## config.mk

```make
export PLATFORM = sky130hd
export DESIGN_NAME = pid_motor_drive_core
export DESIGN_NICKNAME = d
export VERILOG_FILES = /design/src/rtl/pidmd_pkg.sv /design/src/rtl/pidmd_datapath.sv /design/src/rtl/pid_motor_drive_core.sv
export SDC_FILE = /design/constraint.sdc
export NUM_CORES = 2
export LEC_CHECK = 0
export BUFFER_PORTS_ARGS = -buffer_cell sky130_fd_sc_hd__buf_4
export CORE_ASPECT_RATIO = 1.1
export CORE_MARGIN = 2
export CORE_UTILIZATION = 45
export CTS_CLUSTER_DIAMETER = 120
export CTS_CLUSTER_SIZE = 30
export DETAILED_ROUTE_END_ITERATION = 7
export PLACE_DENSITY_LB_ADDON = 0.1
export SETUP_SLACK_MARGIN = 0.4
export SLEW_MARGIN = 10
export SYNTH_ARGS = -nofsm -noshare
export SYNTH_HDL_FRONTEND = slang
export SYNTH_SLANG_ARGS = --single-unit
```

## constraint.sdc

```tcl
create_clock -name aclk -period 9.9 [get_ports aclk]
set_clock_uncertainty 0.1 [all_clocks]
set_input_delay 1.485 -clock aclk [delete_from_list [all_inputs] [get_ports aclk]]
set_output_delay 1.485 -clock aclk [all_outputs]
set_load 0.01 [all_outputs]
```

## src/rtl/pidmd_pkg.sv

```systemverilog
// ============================================================================
// pidmd_pkg
// Shared types, codes and the control program of the PID motor drive core.
// ============================================================================
package pidmd_pkg;

    localparam int SAMPLE_W  = 16;
    localparam int DRIVE_W   = 8;
    localparam int CFG_IDX_W = 3;
    localparam int CFG_DATA_W = 32;
    localparam int STEP_W    = 3;
    localparam int ACC_W     = 52;
    localparam int PROD_W    = 64;
    localparam int TOT_W     = 18;

    // Q16 value of 1.0
    localparam logic signed [TOT_W-1:0] ONE_Q16 = 18'sd65536;

    // Configuration register indexes
    localparam logic [CFG_IDX_W-1:0] REG_TARGET     = 3'd0;
    localparam logic [CFG_IDX_W-1:0] REG_DEADBAND   = 3'd1;
    localparam logic [CFG_IDX_W-1:0] REG_INT_LIMIT  = 3'd2;
    localparam logic [CFG_IDX_W-1:0] REG_GAIN_PROP  = 3'd3;
    localparam logic [CFG_IDX_W-1:0] REG_GAIN_INTEG = 3'd4;
    localparam logic [CFG_IDX_W-1:0] REG_GAIN_DERIV = 3'd5;
    localparam logic [CFG_IDX_W-1:0] REG_MAX_POWER  = 3'd6;

    // Reset values
    localparam logic signed [15:0] RST_TARGET    = 16'sd0;
    localparam logic [14:0]        RST_DEADBAND  = 15'd10;
    localparam logic [16:0]        RST_INT_LIMIT = 17'd65536;
    localparam logic signed [31:0] RST_GAIN      = 32'sd0;
    localparam logic [6:0]         RST_MAX_POWER = 7'd127;

    // Program step addresses
    localparam logic [STEP_W-1:0] S_WAIT  = 3'd0;
    localparam logic [STEP_W-1:0] S_ERR   = 3'd1;
    localparam logic [STEP_W-1:0] S_STATE = 3'd2;
    localparam logic [STEP_W-1:0] S_MUL_I = 3'd3;
    localparam logic [STEP_W-1:0] S_MUL_D = 3'd4;
    localparam logic [STEP_W-1:0] S_TOTAL = 3'd5;
    localparam logic [STEP_W-1:0] S_SCALE = 3'd6;
    localparam logic [STEP_W-1:0] S_EMIT  = 3'd7;

    typedef enum logic [1:0] {
        A_ERR   = 2'd0,
        A_SUM   = 2'd1,
        A_DERIV = 2'd2,
        A_TOT   = 2'd3
    } mul_a_sel_t;

    typedef enum logic [1:0] {
        B_PROP  = 2'd0,
        B_INTEG = 2'd1,
        B_DERIV = 2'd2,
        B_POWER = 2'd3
    } mul_b_sel_t;

    typedef enum logic [1:0] {
        ACC_NONE   = 2'd0,
        ACC_LOAD   = 2'd1,
        ACC_ADD_IC = 2'd2
    } acc_op_t;

    typedef struct packed {
        logic       wait_in;
        logic       wait_out;
        logic       load_in;
        logic       calc_err;
        logic       upd_state;
        logic       mul_en;
        mul_a_sel_t a_sel;
        mul_b_sel_t b_sel;
        acc_op_t    acc_op;
        logic       clamp_tot;
        logic       emit;
        logic       last;
    } ctrl_t;

    typedef struct packed {
        logic signed [15:0] setpoint;
        logic [14:0]        deadband;
        logic [16:0]        integral_limit;
        logic signed [31:0] gain_prop;
        logic signed [31:0] gain_integ;
        logic signed [31:0] gain_deriv;
        logic [6:0]         max_power;
    } cfg_t;

    // Control store: one word per step
    function automatic ctrl_t prog_word(logic [STEP_W-1:0] addr);
        ctrl_t w;
        w = '{wait_in: 1'b0, wait_out: 1'b0, load_in: 1'b0, calc_err: 1'b0,
              upd_state: 1'b0, mul_en: 1'b0, a_sel: A_ERR, b_sel: B_PROP,
              acc_op: ACC_NONE, clamp_tot: 1'b0, emit: 1'b0, last: 1'b0};
        unique case (addr)
            S_WAIT: begin
                w.wait_in = 1'b1;
                w.load_in = 1'b1;
            end
            S_ERR: begin
                w.calc_err = 1'b1;
            end
            S_STATE: begin
                w.upd_state = 1'b1;
                w.mul_en    = 1'b1;
                w.a_sel     = A_ERR;
                w.b_sel     = B_PROP;
            end
            S_MUL_I: begin
                w.mul_en = 1'b1;
                w.a_sel  = A_SUM;
                w.b_sel  = B_INTEG;
                w.acc_op = ACC_LOAD;
            end
            S_MUL_D: begin
                w.mul_en = 1'b1;
                w.a_sel  = A_DERIV;
                w.b_sel  = B_DERIV;
                w.acc_op = ACC_ADD_IC;
            end
            S_TOTAL: begin
                w.clamp_tot = 1'b1;
            end
            S_SCALE: begin
                w.mul_en = 1'b1;
                w.a_sel  = A_TOT;
                w.b_sel  = B_POWER;
            end
            S_EMIT: begin
                w.wait_out = 1'b1;
                w.emit     = 1'b1;
                w.last     = 1'b1;
            end
            default: begin
                w.last = 1'b1;
            end
        endcase
        return w;
    endfunction

endpackage

```

## src/rtl/pidmd_datapath.sv

```systemverilog
// ============================================================================
// pidmd_datapath
// Error, integral and derivative registers, a shared 32x32 multiplier and
// the accumulator with its clamps; one control word per advancing cycle.
// ============================================================================
module pidmd_datapath (
    input  logic                                aclk,
    input  logic                                aresetn,
    input  pidmd_pkg::ctrl_t                    ctrl,
    input  logic                                advance,
    input  logic signed [pidmd_pkg::SAMPLE_W-1:0] sample,
    input  pidmd_pkg::cfg_t                     cfg,
    output logic signed [pidmd_pkg::DRIVE_W-1:0]  drive
);

    logic signed [15:0] sample_reg;
    logic signed [15:0] err_reg, err_next;
    logic signed [15:0] prev_err_reg;
    logic signed [31:0] error_sum_reg, error_sum_next;
    logic signed [16:0] deriv_reg, deriv_next;
    logic signed [pidmd_pkg::PROD_W-1:0] prod_reg, prod_next;
    logic signed [pidmd_pkg::ACC_W-1:0]  acc_reg, acc_next;
    logic signed [pidmd_pkg::TOT_W-1:0]  tot_reg, tot_next;

    logic signed [16:0] diff;
    logic [16:0]        mag;
    logic signed [32:0] sum_ext;
    logic signed [31:0] mul_a, mul_b;
    logic signed [pidmd_pkg::PROD_W-1:0] lim_pos, lim_neg, iterm;
    logic signed [pidmd_pkg::ACC_W-1:0]  total;
    logic signed [24:0] scaled;

    function automatic logic signed [16:0] target_ext(logic signed [15:0] v);
        return {v[15], v};
    endfunction

    // Error: exact 17-bit difference, deadband, then saturate to 16 bits
    always_comb begin
        diff = 17'(target_ext(cfg.setpoint)) - 17'(target_ext(sample_reg));
        mag  = diff[16] ? 17'(-diff) : 17'(diff);
        if (mag < {2'b00, cfg.deadband}) begin
            err_next = 16'sd0;
        end else if (diff > 17'sd32767) begin
            err_next = 16'sh7FFF;
        end else if (diff < -17'sd32768) begin
            err_next = 16'sh8000;
        end else begin
            err_next = diff[15:0];
        end
    end

    // Saturating integral and exact derivative
    always_comb begin
        sum_ext = {error_sum_reg[31], error_sum_reg} + 33'(err_reg);
        if (sum_ext > 33'sh0_7FFF_FFFF) begin
            error_sum_next = 32'sh7FFF_FFFF;
        end else if (sum_ext < -33'sh0_8000_0000) begin
            error_sum_next = 32'sh8000_0000;
        end else begin
            error_sum_next = sum_ext[31:0];
        end
        deriv_next = 17'(err_reg) - 17'(prev_err_reg);
    end

    // Shared multiplier operand select
    always_comb begin
        unique case (ctrl.a_sel)
            pidmd_pkg::A_ERR:   mul_a = 32'(err_reg);
            pidmd_pkg::A_SUM:   mul_a = error_sum_reg;
            pidmd_pkg::A_DERIV: mul_a = 32'(deriv_reg);
            pidmd_pkg::A_TOT:   mul_a = 32'(tot_reg);
            default:            mul_a = 32'sd0;
        endcase
        unique case (ctrl.b_sel)
            pidmd_pkg::B_PROP:  mul_b = cfg.gain_prop;
            pidmd_pkg::B_INTEG: mul_b = cfg.gain_integ;
            pidmd_pkg::B_DERIV: mul_b = cfg.gain_deriv;
            pidmd_pkg::B_POWER: mul_b = {25'd0, cfg.max_power};
            default:            mul_b = 32'sd0;
        endcase
        prod_next = 64'(mul_a) * 64'(mul_b);
    end

    // Integral term clamp and accumulation
    always_comb begin
        lim_pos = {47'd0, cfg.integral_limit};
        lim_neg = -lim_pos;
        if (prod_reg > lim_pos) begin
            iterm = lim_pos;
        end else if (prod_reg < lim_neg) begin
            iterm = lim_neg;
        end else begin
            iterm = prod_reg;
        end
        unique case (ctrl.acc_op)
            pidmd_pkg::ACC_LOAD:   acc_next = prod_reg[pidmd_pkg::ACC_W-1:0];
            pidmd_pkg::ACC_ADD_IC: acc_next = acc_reg + iterm[pidmd_pkg::ACC_W-1:0];
            default:               acc_next = acc_reg;
        endcase
        total = acc_reg + prod_reg[pidmd_pkg::ACC_W-1:0];
        if (total > pidmd_pkg::ACC_W'(pidmd_pkg::ONE_Q16)) begin
            tot_next = pidmd_pkg::ONE_Q16;
        end else if (total < -pidmd_pkg::ACC_W'(pidmd_pkg::ONE_Q16)) begin
            tot_next = -pidmd_pkg::ONE_Q16;
        end else begin
            tot_next = total[pidmd_pkg::TOT_W-1:0];
        end
    end

    // Scale by max power and divide by 2^16, truncating toward zero
    always_comb begin
        scaled = prod_reg[24:0] + (prod_reg[24] ? 25'sd65535 : 25'sd0);
        drive  = scaled[23:16];
    end

    always_ff @(posedge aclk) begin
        if (!aresetn) begin
            error_sum_reg <= 32'sd0;
            prev_err_reg  <= 16'sd0;
        end else if (advance && ctrl.upd_state) begin
            error_sum_reg <= error_sum_next;
            prev_err_reg  <= err_reg;
        end
    end

    always_ff @(posedge aclk) begin
        if (advance && ctrl.load_in) begin
            sample_reg <= sample;
        end
        if (advance && ctrl.calc_err) begin
            err_reg <= err_next;
        end
        if (advance && ctrl.upd_state) begin
            deriv_reg <= deriv_next;
        end
        if (advance && ctrl.mul_en) begin
            prod_reg <= prod_next;
        end
        if (advance) begin
            acc_reg <= acc_next;
        end
        if (advance && ctrl.clamp_tot) begin
            tot_reg <= tot_next;
        end
    end

endmodule

```

## src/rtl/pid_motor_drive_core.sv

```systemverilog
// ============================================================================
// pid_motor_drive_core
// Fixed-point PID controller with deadband and integral clamp, run by a
// small microcoded sequencer over a shared multiplier datapath.
// ============================================================================
//
//  channel   ports                               direction  word
//  --------  ----------------------------------  ---------  ---------------------
//  sample    s_valid s_ready s_sensor_sample     in         signed 16-bit sample
//  drive     m_valid m_ready m_motor_drive       out        signed 8-bit command
//  config    cfg_wr_en cfg_index cfg_wdata       in         register write
//
// Each sample runs the 8-word control program, one step per cycle unless a
// wait step holds for its handshake; the single 32x32 multiplier forms the
// P, I, D and scaling products in turn. The drive word sits in an output
// register, so the next sample is taken while the last word still waits for
// m_ready; only a second finished word stalls the program at its last step.
// Reset (aresetn low at a clock edge) clears the integral, the previous
// error, the program counter and the output valid, and loads the register
// defaults.
// ============================================================================
module pid_motor_drive_core (
    input  logic                                     aclk,
    input  logic                                     aresetn,
    // sample channel
    input  logic                                     s_valid,
    output logic                                     s_ready,
    input  logic signed [pidmd_pkg::SAMPLE_W-1:0]    s_sensor_sample,
    // drive channel
    output logic                                     m_valid,
    input  logic                                     m_ready,
    output logic signed [pidmd_pkg::DRIVE_W-1:0]     m_motor_drive,
    // configuration
    input  logic                                     cfg_wr_en,
    input  logic [pidmd_pkg::CFG_IDX_W-1:0]          cfg_index,
    input  logic [pidmd_pkg::CFG_DATA_W-1:0]         cfg_wdata
);

    logic [pidmd_pkg::STEP_W-1:0] step_reg, step_next;
    pidmd_pkg::ctrl_t             ctrl;
    pidmd_pkg::cfg_t              cfg_reg;
    logic                         advance;
    logic                         out_free;
    logic                         m_valid_reg, m_valid_next;
    logic signed [pidmd_pkg::DRIVE_W-1:0] m_drive_reg;
    logic signed [pidmd_pkg::DRIVE_W-1:0] dp_drive;

    // Fetch the control word for the current step
    assign ctrl = pidmd_pkg::prog_word(step_reg);

    // Output register is free when empty or being drained this cycle
    assign out_free = !m_valid_reg || m_ready;

    // Hold on the wait steps until their handshake side is ready
    always_comb begin
        priority if (ctrl.wait_in) begin
            advance = s_valid;
        end else if (ctrl.wait_out) begin
            advance = out_free;
        end else begin
            advance = 1'b1;
        end
    end

    assign s_ready = ctrl.wait_in;

    // Advance the step counter, jump back to the start after the last word
    always_comb begin
        if (!advance) begin
            step_next = step_reg;
        end else if (ctrl.last) begin
            step_next = pidmd_pkg::S_WAIT;
        end else begin
            step_next = step_reg + 1'b1;
        end
    end

    always_ff @(posedge aclk) begin
        if (!aresetn) begin
            step_reg <= pidmd_pkg::S_WAIT;
        end else begin
            step_reg <= step_next;
        end
    end

    // Configuration registers; drop writes to unused indexes
    always_ff @(posedge aclk) begin
        if (!aresetn) begin
            cfg_reg.setpoint       <= pidmd_pkg::RST_TARGET;
            cfg_reg.deadband       <= pidmd_pkg::RST_DEADBAND;
            cfg_reg.integral_limit <= pidmd_pkg::RST_INT_LIMIT;
            cfg_reg.gain_prop      <= pidmd_pkg::RST_GAIN;
            cfg_reg.gain_integ     <= pidmd_pkg::RST_GAIN;
            cfg_reg.gain_deriv     <= pidmd_pkg::RST_GAIN;
            cfg_reg.max_power      <= pidmd_pkg::RST_MAX_POWER;
        end else if (cfg_wr_en) begin
            unique case (cfg_index)
                pidmd_pkg::REG_TARGET:     cfg_reg.setpoint       <= cfg_wdata[15:0];
                pidmd_pkg::REG_DEADBAND:   cfg_reg.deadband       <= cfg_wdata[14:0];
                pidmd_pkg::REG_INT_LIMIT:  cfg_reg.integral_limit <= cfg_wdata[16:0];
                pidmd_pkg::REG_GAIN_PROP:  cfg_reg.gain_prop      <= cfg_wdata;
                pidmd_pkg::REG_GAIN_INTEG: cfg_reg.gain_integ     <= cfg_wdata;
                pidmd_pkg::REG_GAIN_DERIV: cfg_reg.gain_deriv     <= cfg_wdata;
                pidmd_pkg::REG_MAX_POWER:  cfg_reg.max_power      <= cfg_wdata[6:0];
                default: begin
                end
            endcase
        end
    end

    pidmd_datapath u_datapath (
        .aclk    (aclk),
        .aresetn (aresetn),
        .ctrl    (ctrl),
        .advance (advance),
        .sample  (s_sensor_sample),
        .cfg     (cfg_reg),
        .drive   (dp_drive)
    );

    // Output register: load on the emit step, clear once the word is taken
    always_comb begin
        if (ctrl.emit && advance) begin
            m_valid_next = 1'b1;
        end else if (m_ready) begin
            m_valid_next = 1'b0;
        end else begin
            m_valid_next = m_valid_reg;
        end
    end

    always_ff @(posedge aclk) begin
        if (!aresetn) begin
            m_valid_reg <= 1'b0;
        end else begin
            m_valid_reg <= m_valid_next;
        end
    end

    always_ff @(posedge aclk) begin
        if (ctrl.emit && advance) begin
            m_drive_reg <= dp_drive;
        end
    end

    assign m_valid       = m_valid_reg;
    assign m_motor_drive = m_drive_reg;

endmodule

```

# Word-level counts from Yosys, hierarchy flattened
# Index checks and enable logic that the tools add are counted.
# op_classes
n_eq_ne	21
n_bitwise	0
div	0
shifts	0
n_lt_le_gt_ge	9
n_mul	1
n_addsub	9
n_mux	25
reduce_logical	24
# ops
op	n
$pmux 32 s4	2
$add 52x52->52	2
$mux 52	2
$pmux 52 s2	1
$gt 64x18->1	1
$lt 64x64->1	1
$mul 32x32->64	1
$mux 32	2
$neg 17->64	1
$gt 52x18->1 const B	1
$lt 52x17->1 const B	1
$sub 16x16->17	2
$add 32x16->33	1
$gt 33x32->1 const B	1
$lt 33x32->1 const B	1
$mux 16	2
$add 24x24->24	1
$eq 3x3->1 const B	7
$pmux 5 s4	1
$mux 18	1
$gt 17x16->1 const B	1
$lt 17x15->1	1
$lt 17x16->1 const B	1
$mux 17	1
other kinds (19)	53
# totals
ramBits	0
latchBits	0
regBits	394
mem_count	0
input_bits	56
word_cells	109
romBits	0
out_inout_bits	10

# Logic depth before layout (Yosys ltp)
# depth
word_depth	6
depth_mapped	42
mapped_depth_nobuf	38

# Modules after synthesis
# From an unflattened synthesis, not the netlist that was laid out.
# unflattened
hier_cells	7316
area_unflattened_um2	64430.5
# modules_own_cells
mod	cells_each	area_per_inst_um2	seq_area_each_um2	instances
pidmd_datapath	6601	58314.7	6456.2	1
pid_motor_drive_core	715	6115.9	3343.2	1

# Worst setup path after synthesis
# OpenSTA, ideal clock, no wires.
# synth_path
path_kind	reg2reg
start	register step_reg[0] (netlist bit)
end	register u_datapath.prod_reg[57] (netlist bit), data pin
setup_time_ns	0.266
period_less_slack_ns	10.754
path_slack_ns	-0.854
n_path_buf	6
stages_incl_launch_ff	39
t_required_ns	9.534
arrival_time_ns	10.388
path_cell_list	dfxtp_1 -> inv_1 -> clkbuf_1 -> clkbuf_1 -> ha_1 -> clkbuf_1 -> mux2i_1 -> buf_1 -> clkbuf_1 -> mux2i_1 -> a21oi_1 -> clkbuf_1 -> nand2_1 -> fa_1 -> inv_1 -> fa_1 -> fa_1 -> inv_1 -> [3 not listed] -> fa_1 -> fa_1 -> inv_1 -> fa_1 -> inv_1 -> ha_1 -> and3_1 -> and3_1 -> and2_1 -> a221o_1 -> a41o_1 -> a41oi_1 -> a31oi_1 -> a31o_2 -> a41oi_1 -> nor2_1 -> o41ai_1 -> xnor2_1
# synth_between
elab_chain_len	5
elab_cells_between_ends	16
cone_classes	1 x mul; 10 x eq/ne; 3 x mux; 2 x reduce/logical
# synth_lines
item	line	text
from (decl)	pid_motor_drive_core.sv:39	logic [pidmd_pkg::STEP_W-1:0] step_reg, step_next;
from (signal assigned)	pid_motor_drive_core.sv:80	step_reg <= pidmd_pkg::S_WAIT;
from (signal assigned)	pid_motor_drive_core.sv:82	step_reg <= step_next;
$eq 3x3->1 or $eq 3x2->1 (tied branches)	pidmd_pkg.sv:96	unique case (addr)
$pmux 5 s4 *	pidmd_pkg.sv:96	
$eq 2x2->1, or another cell as far along	pidmd_datapath.sv:67	unique case (ctrl.a_sel)
$pmux 32 s4, on equally long branches	pidmd_datapath.sv:67, pidmd_datapath.sv:74	
$mul 32x32->64 *	pidmd_datapath.sv:81	prod_next = 64'(mul_a) * 64'(mul_b);
net u_datapath.prod_next, one bit	pidmd_datapath.sv:21	logic signed [pidmd_pkg::PROD_W-1:0] prod_reg, prod_next;
to (signal assigned)	pidmd_datapath.sv:137	prod_reg <= prod_next;
to (decl)	pidmd_datapath.sv:21	
# The timed path passes the listed nets; every way through them passes the cells marked *.
# A chain may end at the register's enable or synchronous reset.

# Worst setup path after layout
# layout_path
start	register step_reg[0] (netlist bit)
end	register u_datapath.prod_reg[62] (netlist bit), data pin
# The elaborated chain is that of the path after synthesis.

==> parameters.txt <==
Parameter                              Value

Floorplan
  Starting density of the core ... 0.452
  Number of top-level pins ... between 60 and 70
  Rows ... around 150
  Die outline area ... approximately 0.15 mm²
  Die outline height ... between 300 and 400 µm
  Area of the core region ... approximately 0.14 mm²
  Die width ... around 360 µm

Finish
  Multi-input logic area ... approximately 0.050 mm²
  Area growth from synthesis to layout ... 12.6%
  Max FFs per register ... between 150 and 200
  Number of inserted filler cells in the final layout ... about 14000
  Post-layout instance area ... 0.0722 mm²
  Net count of the finished layout ... between 9000 and 10000
  Ratio of cells with drive above 1 in the final layout ... 0.109
  Sequential cell area ... approximately 0.0098 mm²

Logic synthesis
  Number of synthesized flops with an enable pin ... approximately 190
  Mapped Cells ... about 7400
  Yosys reg bits ... 394
  Multiplexer area fraction after synthesis ... 0.00678
  Compound-cell area share of the yosys netlist ... 0.137
  Average footprint of a synthesized cell ... 8.71 µm²
  Library cell with the highest instance count after synthesis ... inv_1
  Number of synthesis warnings ... 0
  Area of the mapped netlist ... approximately 0.064 mm²
  Largest area contributor in the netlist ... fa_1
  Area fraction of the dominant cell type after synthesis ... 0.340
  Fraction of the mapped netlist area in simple logic gates ... 0.144
  Post-synth cell types ... 83
  Biggest area contributors in the synthesized netlist ... fa_1 (34%), ha_1 (9.2%), edfxtp_1 (9.0%)
  Share of flip-flops with an asynchronous set or reset ... 0
  Fraction of the mapped netlist area in adder cells ... 0.436
  Ranking of synthesized cells by instance count ... inv_1 (1203), fa_1 (1087), nand2_1 (1025), nor2_1 (686), ha_1 (469)
  Post-synthesis sequential area ratio ... 0.153
  Flip-flop cell with the highest count after synthesis ... dfxtp_1
  Post-synthesis share of cell area spent on xor and xnor gates ... 0.0325
  Combinational family with the most area after synthesis ... adder cells
  Syn Nets ... roughly 9000

STA
  Number of pins exceeding their max-slew limit in the final report ... 0
  Number of hold violations in the final report ... 0
  Worst Tran Pin Value ... 1080 ps
  Tightest slew margin relative to the limit ... 0.279
  Final Cycle Share ... 0.954
  Unrepaired setup endpoints after global routing ... true
  Final number of setup-violating endpoints ... 0
  Maximum clock rate ... around 110 MHz
  Final worst path period need ... 9450 ps
  Total negative slack for setup checks ... 0 ps

Critical path
  Worst path required time ... approximately 10000 ps
  Peak fanout along the critical path ... 10
  Startpoint of the lowest-slack register-to-register path ... step_reg[0]
  Count of cells along the worst register-to-register path ... 36
  Critical path capture point type ... flop
  Worst EP arrival ... between 9000 and 10000 ps
  Most frequent CP cell ... fa_1
  Critical Path Max Stage Delay ... approximately 670 ps
  Startpoint type of the worst setup path ... flop
  Critical path origin ... step_reg[0]
  R2r setup slk ... between 400 and 500 ps
  Capture point of the worst reg-to-reg path ... u_datapath.prod_reg[62]
  Category of the critical setup timing path ... flop to flop
  Slowest stage cell on the critical path ... fa_1

GRT
  Global Route Usage Sum ... 0.300
  Remaining Overflow, GRT ... 0
  Global-route wire length before repair ... around 330000 µm
  Vias in the first global route ... 54116
  Initial antenna violation count ... 3
  Pin count of the biggest net entering global routing ... 113

Routing
  Vias per inst ... roughly 5.6
  Total via count in the routed design ... about 52000
  Antenna violation net count after detailed routing ... 0
  Wire length after detailed routing ... 218000 µm
  1st-pass router iterations ... 7
  DR DRC count ... 0
  Average wire per cell in the routed design ... 23.0 µm
  Iteration-0 DRC count of the detailed router ... roughly 3600

Clocking
  Clock insertion delay at the later pin of the skew report ... 640 ps
  Clock transition at the registers of the reported paths ... around 110 ps
  CTS root buf ... clkbuf_16
  Number of CTS-inserted buffers ... 21
  Maximum number of buffers from clock root to sink ... 3
  Sinks on the clock net ... about 390
  Clock tree from TritonCTS ... built
  CTS H-Tree Depth ... 1

Pwr
  Worst ir drop on vdd ... roughly 0.19 mV
  Power Density ... approximately 240 mW/mm²
  P_leak ... ~0.034 µW

Worst hold path
  Hold-critical path endpoint ... cfg_reg[129]
  Startpoint of the lowest-slack hold path ... cfg_reg[129]
  Hold/Removal Path Class ... flop to flop
  Worst Hold Depth ... 2

Status
  Run status ... finished, final reports clean

Placed design
  Placed instance area ... slightly below 0.07 mm²
  Count of buffers inserted at the top-level ports ... 65
  Gp weighted congestion ... between 0.9 and 1
  HPWL Detailed ... 175000 µm

Flow run
  Max Cap Violations ... 0
metal layers:
metal / vias to the layer above / track usage / wire length [µm]
li1: 23895 / - / -
met1: 26553 / 0.389 / 90200
met2: 1609 / 0.505 / 103000
met3: 440 / 0.0279 / 12000
met4: 0 / 0.142 / 13000
met5: - / 0 / 0
where the power goes:
group	internal (µW)	switching, µW	leakage, µW
clock	458	678	0.000355
combinational	5500	8050	0.0302
sequential	2240	424	0.00344
worst max-delay path, delay by kind of cell (launching register included):
kind	cells	cell delay, ps
compound gates	9	1440
xor+xnor	1	150
fa+ha+maj	10	4610
buf+inv	9	1210
flops	1	350
mux	1	210
simple gates	6	1070
cells in the final DEF, fill, tap and decap left out, types with 191 or more instances in the layout:
cell      instances
inv_1          1195
fa_1           1061
nand2_1        1012
nor2_1          666
ha_1            450
buf_4           374
a21oi_1         329
o21ai_0         240
dfxtp_1         200
edfxtp_1        191
worst max path at each step:
stage,to,cells after the start
finish,u_datapath.prod_reg[62],36
global route,u_datapath.prod_reg[63],36
CTS,u_datapath.prod_reg[63],34
detailed placement,u_datapath.prod_reg[63],34
global placement,u_datapath.prod_reg[60],33
floorplan,u_datapath.prod_reg[57],38
timing repair:
action	4_1_cts	5_1_grt
gates cloned	6	16
resized for setup	111	278
setup endpoints to repair	16	38
hold endpoints to repair	0	0
hold buffers	0	0
pin swaps	11	116
setup buffers	33	77
stage by stage:
stage                     power, µW   util  worst slack, ps  cells  hold WS (ps)
after floorplan               11200      -              389   7354           339
after global placement        15300  0.483             80.7   9288           351
after detailed placement      15400  0.483             62.4   9288           356
after CTS                     16800  0.495              386   9364           373
after global routing          19000  0.509              211   9457           393
final                         17300  0.509              451   9458           371
layout make-up:
| cell class | instances | area share |
|---|---|---|
| antenna | 1 | 0.0000347 |
| clock buffer | 24 | 0.00744 |
| clock inverter | 13 | 0.00284 |
| inverter | 1205 | 0.0629 |
| multi-input combinational | 5421 | 0.691 |
| sequential | 394 | 0.136 |
| tap | 1911 | 0.0331 |
| timing repair buffer | 488 | 0.0665 |
| timing repair inverter | 1 | 0.000104 |
cell families (layout without fill, tap and decap cells):
group                      after synthesis  after routing
and+or+nand+nor                       2180           2180
adders and majority gates             1586           1586
buffers and inverters                 1542           1731
AOI/OAI and AO/OA                     1371           1374
DFF                                    394            394
xor gates and xnor gates               238            238
muxes                                   43             43
other                                    0              1
Power figures use the tool's default switching activity.
